File: src/sv/csvtl_pkg.sv
// Shared types and constants for the CSV tile layer decoder.
package csvtl_pkg;

    localparam int ID_WIDTH = 16;
    localparam int MAX_ROWS = 4096;

    localparam int CHAR_W   = 8;
    localparam int COL_W    = 12;
    localparam int ROW_W    = 12;
    localparam int MAPW_W   = 13;
    localparam int TSIZE_W  = 9;
    localparam int COLS_W   = 13;
    localparam int CFG_IDX_W = 2;
    localparam int CFG_DAT_W = 13;

    localparam int DX_W = 20;
    localparam int DY_W = 20;
    localparam int SX_W = 20;
    localparam int SY_W = 24;

    localparam int OUT_BITS = ID_WIDTH + DX_W + DY_W + SX_W + SY_W;
    localparam int OUT_W    = ((OUT_BITS + 7) / 8) * 8;

    localparam int DIV_CNT_W = $clog2(ID_WIDTH);

    // Register indexes on the configuration port
    localparam logic [CFG_IDX_W-1:0] CFG_MAP_WIDTH   = 2'd0;
    localparam logic [CFG_IDX_W-1:0] CFG_TILE_WIDTH  = 2'd1;
    localparam logic [CFG_IDX_W-1:0] CFG_TILE_HEIGHT = 2'd2;
    localparam logic [CFG_IDX_W-1:0] CFG_TILESET_COLS = 2'd3;

    localparam logic [CHAR_W-1:0] CHAR_NUL  = 8'h00;
    localparam logic [CHAR_W-1:0] CHAR_ZERO = 8'h30;
    localparam logic [CHAR_W-1:0] CHAR_NINE = 8'h39;

    // Controller to datapath
    typedef struct packed {
        logic take;      // input item accepted this cycle
        logic div_step;  // one quotient bit
        logic mul;       // form pixel products
        logic load;      // move result into output register
    } t_dp_cmd;

    // Datapath to controller
    typedef struct packed {
        logic launch;    // current char places a nonzero tile
        logic div_last;  // final quotient bit this step
        logic out_free;  // output register can take a result
    } t_dp_sts;

    typedef enum logic [3:0] {
        ST_IDLE = 4'b0001,
        ST_DIV  = 4'b0010,
        ST_MUL  = 4'b0100,
        ST_PUSH = 4'b1000
    } t_state;

endpackage

File: src/sv/csvtl_ctrl.sv
// Sequencing state machine for the CSV tile layer decoder.
module csvtl_ctrl (
    input  logic              i_clk,
    input  logic              i_rst_n,
    input  logic              i_in_valid,
    input  csvtl_pkg::t_dp_sts i_sts,
    output logic              o_in_ready,
    output csvtl_pkg::t_dp_cmd o_cmd
);
    import csvtl_pkg::*;

    t_state r_state;
    t_state n_state;

    always_ff @(posedge i_clk) begin
        if (!i_rst_n) begin
            r_state <= ST_IDLE;
        end else begin
            r_state <= n_state;
        end
    end

    always_comb begin
        n_state      = r_state;
        o_in_ready   = 1'b0;
        o_cmd        = '0;
        unique case (r_state)
            ST_IDLE: begin
                o_in_ready = 1'b1;
                o_cmd.take = i_in_valid;
                if (i_in_valid && i_sts.launch) begin
                    n_state = ST_DIV;
                end
            end
            ST_DIV: begin
                o_cmd.div_step = 1'b1;
                if (i_sts.div_last) begin
                    n_state = ST_MUL;
                end
            end
            ST_MUL: begin
                o_cmd.mul = 1'b1;
                n_state   = ST_PUSH;
            end
            ST_PUSH: begin
                if (i_sts.out_free) begin
                    o_cmd.load = 1'b1;
                    n_state    = ST_IDLE;
                end
            end
            default: begin
                n_state = ST_IDLE;
            end
        endcase
    end

endmodule

File: src/sv/csvtl_dp.sv
// Datapath: config registers, number parser, cell counters, divider, products, output register.
module csvtl_dp (
    input  logic                               i_clk,
    input  logic                               i_rst_n,
    input  logic                               i_cfg_we,
    input  logic [csvtl_pkg::CFG_IDX_W-1:0]    i_cfg_index,
    input  logic [csvtl_pkg::CFG_DAT_W-1:0]    i_cfg_data,
    input  logic [csvtl_pkg::CHAR_W-1:0]       i_char,
    input  logic                               i_out_ready,
    input  csvtl_pkg::t_dp_cmd                 i_cmd,
    output csvtl_pkg::t_dp_sts                 o_sts,
    output logic                               o_out_valid,
    output logic [csvtl_pkg::OUT_W-1:0]        o_out_data
);
    import csvtl_pkg::*;

    // configuration
    logic [MAPW_W-1:0]  r_map_w;
    logic [TSIZE_W-1:0] r_tile_w;
    logic [TSIZE_W-1:0] r_tile_h;
    logic [COLS_W-1:0]  r_cols;

    always_ff @(posedge i_clk) begin
        if (!i_rst_n) begin
            r_map_w  <= MAPW_W'(1);
            r_tile_w <= TSIZE_W'(16);
            r_tile_h <= TSIZE_W'(16);
            r_cols   <= COLS_W'(1);
        end else if (i_cfg_we) begin
            unique case (i_cfg_index)
                CFG_MAP_WIDTH:    r_map_w  <= i_cfg_data;
                CFG_TILE_WIDTH:   r_tile_w <= i_cfg_data[TSIZE_W-1:0];
                CFG_TILE_HEIGHT:  r_tile_h <= i_cfg_data[TSIZE_W-1:0];
                CFG_TILESET_COLS: r_cols   <= i_cfg_data;
                default: ;
            endcase
        end
    end

    // clamp to legal ranges
    logic [MAPW_W-1:0]  mw_c;
    logic [TSIZE_W-1:0] tw_c;
    logic [TSIZE_W-1:0] th_c;
    logic [COLS_W-1:0]  cols_c;

    always_comb begin
        if (r_map_w == '0)                    mw_c = MAPW_W'(1);
        else if (r_map_w > MAPW_W'(4096))     mw_c = MAPW_W'(4096);
        else                                  mw_c = r_map_w;
        if (r_cols == '0)                     cols_c = COLS_W'(1);
        else if (r_cols > COLS_W'(4096))      cols_c = COLS_W'(4096);
        else                                  cols_c = r_cols;
        if (r_tile_w == '0)                   tw_c = TSIZE_W'(1);
        else if (r_tile_w > TSIZE_W'(256))    tw_c = TSIZE_W'(256);
        else                                  tw_c = r_tile_w;
        if (r_tile_h == '0)                   th_c = TSIZE_W'(1);
        else if (r_tile_h > TSIZE_W'(256))    th_c = TSIZE_W'(256);
        else                                  th_c = r_tile_h;
    end

    // parser and cell position
    logic [ID_WIDTH-1:0] r_acc;
    logic                r_seen;
    logic [COL_W-1:0]    r_col;
    logic [ROW_W-1:0]    r_row;

    logic is_nul, is_digit, places;
    logic [ID_WIDTH+3:0] acc_x10;
    logic [ID_WIDTH-1:0] acc_sat;
    logic [COL_W:0]      col_inc;

    always_comb begin
        is_nul   = (i_char == CHAR_NUL);
        is_digit = (i_char >= CHAR_ZERO) && (i_char <= CHAR_NINE);
        places   = !is_nul && !is_digit && r_seen;
        acc_x10  = ({4'b0, r_acc} * (ID_WIDTH+4)'(10))
                 + (ID_WIDTH+4)'(i_char - CHAR_ZERO);
        acc_sat  = (acc_x10[ID_WIDTH+3:ID_WIDTH] != '0) ? '1 : acc_x10[ID_WIDTH-1:0];
        col_inc  = {1'b0, r_col} + (COL_W+1)'(1);
    end

    always_ff @(posedge i_clk) begin
        if (!i_rst_n) begin
            r_acc  <= '0;
            r_seen <= 1'b0;
            r_col  <= '0;
            r_row  <= '0;
        end else if (i_cmd.take) begin
            if (is_nul) begin
                r_acc  <= '0;
                r_seen <= 1'b0;
                r_col  <= '0;
                r_row  <= '0;
            end else if (is_digit) begin
                r_acc  <= acc_sat;
                r_seen <= 1'b1;
            end else if (r_seen) begin
                r_acc  <= '0;
                r_seen <= 1'b0;
                if (col_inc >= mw_c) begin
                    r_col <= '0;
                    if (r_row != ROW_W'(MAX_ROWS - 1)) begin
                        r_row <= r_row + ROW_W'(1);
                    end
                end else begin
                    r_col <= col_inc[COL_W-1:0];
                end
            end
        end
    end

    // work registers: captured tile, restoring divider
    logic [ID_WIDTH-1:0]  r_tile;
    logic [COL_W-1:0]     r_wcol;
    logic [ROW_W-1:0]     r_wrow;
    logic [ID_WIDTH-1:0]  r_quo;
    logic [COLS_W-1:0]    r_rem;
    logic [DIV_CNT_W-1:0] r_cnt;

    logic [COLS_W:0]   trial;
    logic              trial_ge;
    logic [COLS_W:0]   trial_sub;

    always_comb begin
        trial     = {r_rem, r_quo[ID_WIDTH-1]};
        trial_ge  = trial >= {1'b0, cols_c};
        trial_sub = trial - {1'b0, cols_c};
    end

    always_ff @(posedge i_clk) begin
        if (i_cmd.take && places) begin
            r_tile <= r_acc;
            r_wcol <= r_col;
            r_wrow <= r_row;
            r_quo  <= r_acc - ID_WIDTH'(1);
            r_rem  <= '0;
            r_cnt  <= '0;
        end else if (i_cmd.div_step) begin
            r_rem  <= trial_ge ? trial_sub[COLS_W-1:0] : trial[COLS_W-1:0];
            r_quo  <= {r_quo[ID_WIDTH-2:0], trial_ge};
            r_cnt  <= r_cnt + DIV_CNT_W'(1);
        end
    end

    // pixel products, one small multiplier each
    logic [COL_W+TSIZE_W-1:0]    p_dx;
    logic [ROW_W+TSIZE_W-1:0]    p_dy;
    logic [COLS_W+TSIZE_W-1:0]   p_sx;
    logic [ID_WIDTH+TSIZE_W-1:0] p_sy;

    always_comb begin
        p_dx = {{TSIZE_W{1'b0}}, r_wcol} * {{COL_W{1'b0}}, tw_c};
        p_dy = {{TSIZE_W{1'b0}}, r_wrow} * {{ROW_W{1'b0}}, th_c};
        p_sx = {{TSIZE_W{1'b0}}, r_rem}  * {{COLS_W{1'b0}}, tw_c};
        p_sy = {{TSIZE_W{1'b0}}, r_quo}  * {{ID_WIDTH{1'b0}}, th_c};
    end

    logic [DX_W-1:0] r_dx;
    logic [DY_W-1:0] r_dy;
    logic [SX_W-1:0] r_sx;
    logic [SY_W-1:0] r_sy;

    always_ff @(posedge i_clk) begin
        if (i_cmd.mul) begin
            r_dx <= p_dx[DX_W-1:0];
            r_dy <= p_dy[DY_W-1:0];
            r_sx <= p_sx[SX_W-1:0];
            r_sy <= p_sy[SY_W-1:0];
        end
    end

    // output register
    logic r_out_valid;
    logic [OUT_W-1:0] r_out_data;

    always_ff @(posedge i_clk) begin
        if (!i_rst_n) begin
            r_out_valid <= 1'b0;
        end else if (i_cmd.load) begin
            r_out_valid <= 1'b1;
        end else if (i_out_ready) begin
            r_out_valid <= 1'b0;
        end
    end

    always_ff @(posedge i_clk) begin
        if (i_cmd.load) begin
            r_out_data <= {(OUT_W-OUT_BITS)'(0), r_sy, r_sx, r_dy, r_dx, r_tile};
        end
    end

    assign o_out_valid     = r_out_valid;
    assign o_out_data      = r_out_data;
    assign o_sts.launch    = places && (r_acc != '0);
    assign o_sts.div_last  = (r_cnt == DIV_CNT_W'(ID_WIDTH - 1));
    assign o_sts.out_free  = !r_out_valid || i_out_ready;

endmodule

File: src/sv/csv_tile_layer_decoder.sv
// Top level of the CSV tile layer decoder: controller, datapath and checks.
//
//  channel   dir  handshake                     payload (low bit first)
//  s_axis    in   s_axis_tvalid/s_axis_tready   char_code[7:0]
//  m_axis    out  m_axis_tvalid/m_axis_tready   tile_id, dest_x, dest_y, src_x, src_y, pad
//  cfg       in   i_cfg_we (no wait)            i_cfg_index selects, i_cfg_data value
//
// Digits, NUL, separators with no number pending and separators ending a tile
// number of zero are taken in the idle state. A separator that places a nonzero
// tile is captured, then takes 16 steps of the bit-serial divider (one quotient
// bit per cycle), a product step and a load into the output register; that load
// waits while a previous item is still held on m_axis. Input is accepted again
// as soon as the result is loaded. Reset is synchronous, active low, and clears
// parser, cell counters and control; config registers return to their defaults.
module csv_tile_layer_decoder (
    input  logic                              i_clk,
    input  logic                              i_rst_n,
    input  logic                              i_cfg_we,
    input  logic [csvtl_pkg::CFG_IDX_W-1:0]   i_cfg_index,
    input  logic [csvtl_pkg::CFG_DAT_W-1:0]   i_cfg_data,
    input  logic                              s_axis_tvalid,
    output logic                              s_axis_tready,
    input  logic [csvtl_pkg::CHAR_W-1:0]      s_axis_tdata,  // char_code[7:0]
    output logic                              m_axis_tvalid,
    input  logic                              m_axis_tready,
    // tile_id[15:0], dest_x[35:16], dest_y[55:36], src_x[75:56], src_y[99:76], zero pad
    output logic [csvtl_pkg::OUT_W-1:0]       m_axis_tdata
);
    import csvtl_pkg::*;

    t_dp_cmd cmd;
    t_dp_sts sts;

    csvtl_ctrl u_ctrl (
        .i_clk      (i_clk),
        .i_rst_n    (i_rst_n),
        .i_in_valid (s_axis_tvalid),
        .i_sts      (sts),
        .o_in_ready (s_axis_tready),
        .o_cmd      (cmd)
    );

    csvtl_dp u_dp (
        .i_clk       (i_clk),
        .i_rst_n     (i_rst_n),
        .i_cfg_we    (i_cfg_we),
        .i_cfg_index (i_cfg_index),
        .i_cfg_data  (i_cfg_data),
        .i_char      (s_axis_tdata),
        .i_out_ready (m_axis_tready),
        .i_cmd       (cmd),
        .o_sts       (sts),
        .o_out_valid (m_axis_tvalid),
        .o_out_data  (m_axis_tdata)
    );

    // a result is never loaded over one still waiting on m_axis
    a_load_free: assert property (@(posedge i_clk) disable iff (!i_rst_n)
        cmd.load |-> (!m_axis_tvalid || m_axis_tready))
        else $error("result loaded over a held item");

    // at most one datapath action per cycle
    a_one_cmd: assert property (@(posedge i_clk) disable iff (!i_rst_n)
        $onehot0({cmd.take, cmd.div_step, cmd.mul, cmd.load}))
        else $error("overlapping datapath commands");

    // while a tile is being worked, no input is taken
    a_busy_after_mul: assert property (@(posedge i_clk) disable iff (!i_rst_n)
        cmd.mul |=> !s_axis_tready)
        else $error("input accepted before result loaded");

    // a load always presents a result in the next cycle
    a_load_shows: assert property (@(posedge i_clk) disable iff (!i_rst_n)
        cmd.load |=> m_axis_tvalid)
        else $error("loaded result not presented");

endmodule
File: config.mk
export PLATFORM = sky130hd
export DESIGN_NAME = csv_tile_layer_decoder
export DESIGN_NICKNAME = d
export VERILOG_FILES = /design/src/sv/csvtl_pkg.sv /design/src/sv/csvtl_ctrl.sv /design/src/sv/csvtl_dp.sv /design/src/sv/csv_tile_layer_decoder.sv
export SDC_FILE = /design/constraint.sdc
export NUM_CORES = 2
export LEC_CHECK = 0
export BUFFER_PORTS_ARGS = -buffer_cell sky130_fd_sc_hd__buf_2
export CAP_MARGIN = 5
export CORE_MARGIN = 3
export CORE_UTILIZATION = 50
export CTS_CLUSTER_DIAMETER = 100
export DETAILED_ROUTE_END_ITERATION = 8
export GPL_TIMING_DRIVEN = 0
export PLACE_DENSITY_LB_ADDON = 0.12
export SYNTH_ARGS = -nofsm -noshare
export SYNTH_HDL_FRONTEND = slang
export SYNTH_SLANG_ARGS = --single-unit
File: constraint.sdc
create_clock -name i_clk -period 31 [get_ports i_clk]
set_input_delay 6.2 -clock i_clk [delete_from_list [all_inputs] [get_ports i_clk]]
set_output_delay 6.2 -clock i_clk [all_outputs]
set_load 0.01 [all_outputs]
---- Yosys cells after proc, flatten, opt, wreduce, memory -nomap -nowiden ----
Index checks and enable logic that the tools add are counted.
storage, ports and cells
  flip-flop bits (word level) ............. 347
  output and inout port bits .............. 106
  bits of input ports ..................... 28
  logic and storage cells ................. 124
cells by class
  reduce and logical (&&, ||, !) cells .... 32
  multipliers ............................. 5
  muxes and demuxes ....................... 38
  $add $sub $neg .......................... 7
  eq/ne operators ......................... 13
  $lt $le $gt $ge ......................... 8
operator list
  operator               number
  $mux 12                9
  $mux 16                6
  $mux 13                5
  $mul 12x9->20          2
  $mux 9                 4
  $gt 13x13->1 const B   2
  $logic_not 13->1       2
  $mul 16x9->24          1
  $add 20x20->20         1
  $mul 13x9->20          1
  $mul 16x3->19 const B  1
  $gt 9x9->1 const B     2
  $logic_not 9->1        2
  $pmux 4 s4             1
  $reduce_bool 16->1     1
  $sub 16x1->16 const B  1
  $ge 14x13->1           1
  $add 12x1->13 const B  1
  $ge 13x13->1           1
  $sub 13x13->13         1
  $add 12x1->12 const B  1
  $mux 4                 3
  $ne 12x12->1 const B   1
  $mux 1                 10
  other kinds (23)       43

---- Longest topological paths before layout ----
  word-level depth ........................ 9
  gate-level depth with buffers ........... 25
  mapped depth without buffers ............ 23

---- Cells and area by module ----
From an unflattened synthesis, not the netlist that was laid out.
second synthesis, totals
  cell total of the unflattened synthesis .. 3,035
  area total of the unflattened synthesis .. 29,500.8 um2
modules (own cells, without submodules)
  module      cells an instance  area an instance (um2)  sequential area each (um2)  instances
  csvtl_dp    3,007              29,241.8                9,268.9                     1
  csvtl_ctrl  28                 259.0                   80.1                        1

---- Worst setup path before layout ----
OpenSTA, ideal clock, no wires.
  path type ............................... input-to-reg
  from .................................... in m_axis_tready
  to ...................................... reg u_dp.r_out_data[0] (netlist: u_dp.o_out_data[0]), enable pin
  required time ........................... 30.196 ns
  stages .................................. 2
  path buffers ............................ 0
  data arrival time ....................... 15.630 ns
  setup time .............................. 0.804 ns
  slack ................................... 14.565 ns
  path through ............................ nor2b_1 nor4_1
RTL lines
  what                  line                          source
  from (decl)           csv_tile_layer_decoder.sv:25  input logic m_axis_tready,
  to (signal assigned)  csvtl_dp.sv:188               r_out_data <= {(OUT_W-OUT_BITS)'(0), r_sy, r_sx, r_dy, r_dx, r_tile};
  to (decl)             csvtl_dp.sv:174               logic [OUT_W-1:0] r_out_data;

---- Final worst setup path ----
  from .................................... in s_axis_tdata[4] in the netlist's numbering
  to ...................................... reg u_dp.r_acc[5]
on the way
  cells in the longest elaborated chain, start to end .. 6
  elaborated cells on any way between the ends .. 12
  those cells by class .................... add/sub: 2; order compare: 2; mux: 3; reduce/logical: 5
RTL lines
  what                  line                          source
  from (decl)           csv_tile_layer_decoder.sv:23  input logic [csvtl_pkg::CHAR_W-1:0] s_axis_tdata,
  $sub 8x6->9           csvtl_dp.sv:77                + (ID_WIDTH+4)'(i_char - CHAR_ZERO);
  $add 20x20->20        csvtl_dp.sv:77
  $reduce_bool 4->1     csvtl_dp.sv:78                acc_sat = (acc_x10[ID_WIDTH+3:ID_WIDTH] != '0) ? '1 : acc_x10[ID_WIDTH-1:0];
  $mux 16               csvtl_dp.sv:78
  $mux 16               csvtl_dp.sv:94                end else if (is_digit) begin
  $mux 16               csvtl_dp.sv:89                if (is_nul) begin
  to (signal assigned)  csvtl_dp.sv:95                r_acc <= acc_sat;
  to (decl)             csvtl_dp.sv:62                logic [ID_WIDTH-1:0] r_acc;
Parallel ways exist; a longest one is shown, timed or not.
A chain may end at the register's enable or synchronous reset.

==> impl_metrics.csv <==
group,metric,value,unit
run_status,status,"complete, no violations",
detailed_routing,route.detailed.drc,0,
logic_synthesis,synth-seq-area-share,0.316,
detailed_routing,wl_per_cell,16.8,um
placement,dp_hpwl,53600,um
placement,gp_congestion,0.876,
timing,slew_headroom,0.300,
setup_path,crit_fanout,12,
logic_synthesis,synth_top_family_by_area,"adder cells",
timing,finClkSkew,0.0271,ns
logic_synthesis,synth_edf_count,240,
clocking,cts_buffers,39,
pwr,pwr-share-comb,0.275,
detailed_routing,drt-pass1-iter-count,9,
pwr,leakagePower,15.1,nW
detailed_routing,vias,21400,
logic_synthesis,ys.flop_type,"edfxtp_1",
logic_synthesis,syn_inst,3043,
logic_synthesis,syn_area_per_cell,9.74,um2
placement,place_ws,20.80,ns
logic_synthesis,synth-compound-area-share,0.0864,
setup_path,required,31.41,ns
floorplan,initial_core_util,0.510,
logic_synthesis,synth_top_cell_by_area,"edfxtp_1",
grt,grt_pass1_wl,111000,um
placement,placed_area,31400,um2
logic_synthesis,synth-simple-area-share,0.161,
clocking,cts-root-buf,"clkbuf_16",
logic_synthesis,synth_cell_types,73,
grt,first_global_vias,21700,
floorplan,dieArea,62200,um2
timing,finalCriticalPeriod,9.65,ns
clocking,tritoncts,"yes",
detailed_routing,drtIter0Drc,1245,
timing,max_freq,0.104,GHz
finish,drive_above_1_share,0.0756,
logic_synthesis,synth_area_leaders,"edfxtp_1 24%, fa_1 21%, ha_1 9.9%, dfxtp_1 7.2%, inv_1 6.1%",
clocking,cts.sinks,347,
pwr,internal-power,906,uW
timing,final.period_utilization,0.311,
timing,rsz0062_at_grt,"false",
pwr,ir_drop,0.0346,mV
setup_path,setup.worst_path.end_class,"register",
grt,grt_overflow,0,
pwr,sw_frac_of_total,0.319,
logic_synthesis,synth_adder_area_share,0.314,
finish,area_growth,10.2,%
logic_synthesis,synth_warnings,0,
detailed_routing,vias_per_cell,5.31,
timing,setup-violations-final,0,
logic_synthesis,yosysMostFrequentCell,"inv_1",
pwr,p_switching,423,uW
grt,antenna_found_initial,8,
logic_synthesis,yosysTopAreaCellShare,0.243,
pwr,clock_power_share,0.332,
pwr,power.density,40.7,nW/um2
finish,ff_latch_area,9350,um2
setup_path,cp.arrival,10.06,ns
clocking,clk_pin_slew,0.06,ns
timing,worst_slew_pin_slew,1.04,ns
finish,nets,3815,
run,drv_cap,0,
timing,hold_violations,0,
clocking,post_cts_resized,0,
logic_synthesis,async_flop_share,0,
finish,final.fill_count,5266,
logic_synthesis,synthesis.area,29600,um2
floorplan,die_w,249,um
grt,grt.total_usage,0.219,
finish,stdcell_area,32600,um2
clocking,holdBufCountCts,0,
floorplan,dieHeight,249,um
timing,finalWorstSetupSlack,21.35,ns
timing,maxSlewViolCount,0,
grt,grt_max_degree,48,
logic_synthesis,synth_xor_xnor_area_share,0.0390,
logic_synthesis,synth_commonest_cells,"480 x inv_1, 470 x nand2_1, 318 x fa_1, 240 x edfxtp_1, 234 x ha_1",
setup_path,worst_setup_path_start_kind,"input port",
logic_synthesis,muxShareOfSynthArea,0.00372,
floorplan,io_pins,134,
timing,final.setup.tns,0,ns
placement,numPortBuffers,128,
clocking,postCtsSetupBuffers,0,
detailed_routing,final_antenna_net_count,0,
floorplan,core_area,58100,um2
setup_path,crit_type,"input port to register",
floorplan,row_count,88,
detailed_routing,drt_wl_total,67700,um
logic_synthesis,ys_ff_latch,347,
clocking,clk-insertion-delay-late,0.58,ns
clocking,max-clock-path-buffers,3,
worst_hold_path,hp-class,"register to register",
clocking,h-tree-depth,2,
pwr,seq_power_share,0.394,
finish,multiInputGateArea,17900,um2
logic make-up after synthesis:
logic type,count (synthesis)
xor+xnor,132
simple gates,997
fa+ha+maj,552
compound gates,382
mux,11
flops,347
other cells,1
buf+inv,621
power by group through the flow:
stage,clock network (mW),registers [mW],logic (mW)
after floorplan,0,0.529,0.281
after global placement,0,0.532,0.352
after detailed placement,0,0.533,0.363
after CTS,0.454,0.523,0.365
after global routing,0.471,0.525,0.418
final,0.441,0.523,0.365
state kept, by name, summed over array words and instances (netlist names), 9 cells and up:
name,count
u_dp.r_acc,16
u_dp.r_tile,16
u_dp.r_dy,20
u_dp.r_wrow,12
u_dp.r_cols,13
u_dp.r_quo,16
u_dp.r_tile_h,9
u_dp.r_wcol,12
u_dp.r_sy,24
u_dp.r_tile_w,9
u_dp.r_row,12
u_dp.r_map_w,13
u_dp.r_dx,20
u_dp.o_out_data,100
u_dp.r_sx,20
u_dp.r_rem,13
u_dp.r_col,12
stage by stage:
| step | utilization | std cells | hold WS, ns | total power, mW |
|---|---|---|---|---|
| 2_1_floorplan | - | 3046 | 0.400 | 0.810 |
| 3_3_place_gp | 0.537 | 3939 | 0.402 | 0.884 |
| 3_5_place_dp | 0.541 | 3959 | 0.405 | 0.896 |
| 4_1_cts | 0.561 | 4031 | 0.419 | 1.34 |
| 5_1_grt | 0.561 | 4037 | 0.422 | 1.41 |
| 6_report | 0.561 | 4037 | 0.412 | 1.33 |
layout make-up:
| class | count | area share |
|---|---|---|
| Antenna cell | 6 | 0.000460 |
| Inverter | 481 | 0.0554 |
| Sequential cell | 347 | 0.286 |
| Tap cell | 765 | 0.0293 |
| Multi-Input combinational cell | 2078 | 0.549 |
| Timing Repair Buffer | 148 | 0.0251 |
| Clock buffer | 52 | 0.0320 |
| Clock inverter | 20 | 0.00437 |
| Buffer | 140 | 0.0176 |
routing by layer:
| metal | part of all wire | global-route usage | wire length (um) |
|---|---|---|---|
| met4 | 0.027 | 0.0726 | 1860 |
| met5 | 0.00035 | 0 | 24 |
| met1 | 0.46 | 0.312 | 30900 |
| met3 | 0.061 | 0.0376 | 4150 |
| met2 | 0.45 | 0.342 | 30700 |
final timing paths:
check             slack [ns]  cells after the start             endpoint             start
setup reg to reg       23.94                     23        u_dp.r_sy[23]  u_dp.r_tile_h[5]
hold / removal          0.41                      0  u_dp.o_out_data[51]     u_dp.r_dy[15]
setup / recovery       21.35                     14        u_dp.r_acc[5]   s_axis_tdata[4]
hold reg to reg         0.41                      0  u_dp.o_out_data[51]     u_dp.r_dy[15]
cell usage in the layout, fill, tap and decap left out, types with 7 or more instances in the layout:
master,n
nand2_1,470
nor2_1,85
edfxtp_1,240
dfxtp_1,107
buf_1,27
and2_1,216
clkinv_2,9
or2_2,7
a21o_1,19
clkbuf_16,40
nand3_1,50
clkbuf_1,115
a41oi_1,7
buf_2,131
buf_6,10
a31o_2,7
nand4_1,12
nor3_1,32
o21a_1,21
o31ai_1,8
nor2b_1,43
a31oi_1,15
nor4_1,12
fa_1,318
o211ai_1,7
a211oi_1,14
and3_1,23
nand2b_1,13
a21boi_0,47
a22oi_1,9
or3_1,14
buf_4,16
inv_1,480
a21oi_1,98
o21ai_0,76
mux2i_1,11
xnor2_1,104
ha_1,234
xor2_1,28
worst max-delay path, cell delays in order:
cell and delay, ns:
buf_2 0.12, ha_1 0.26, nor3_2 0.74, ha_1 0.44, a21oi_1 0.27, o211ai_1 0.14
a21oi_1 0.26, a21boi_2 0.11, a311oi_1 0.28, o21bai_1 0.11, xnor2_1 0.14, xnor2_1 0.61
buf_6 0.24, a41oi_1 0.11
Note: power is estimated with default switching activity, not from simulation.
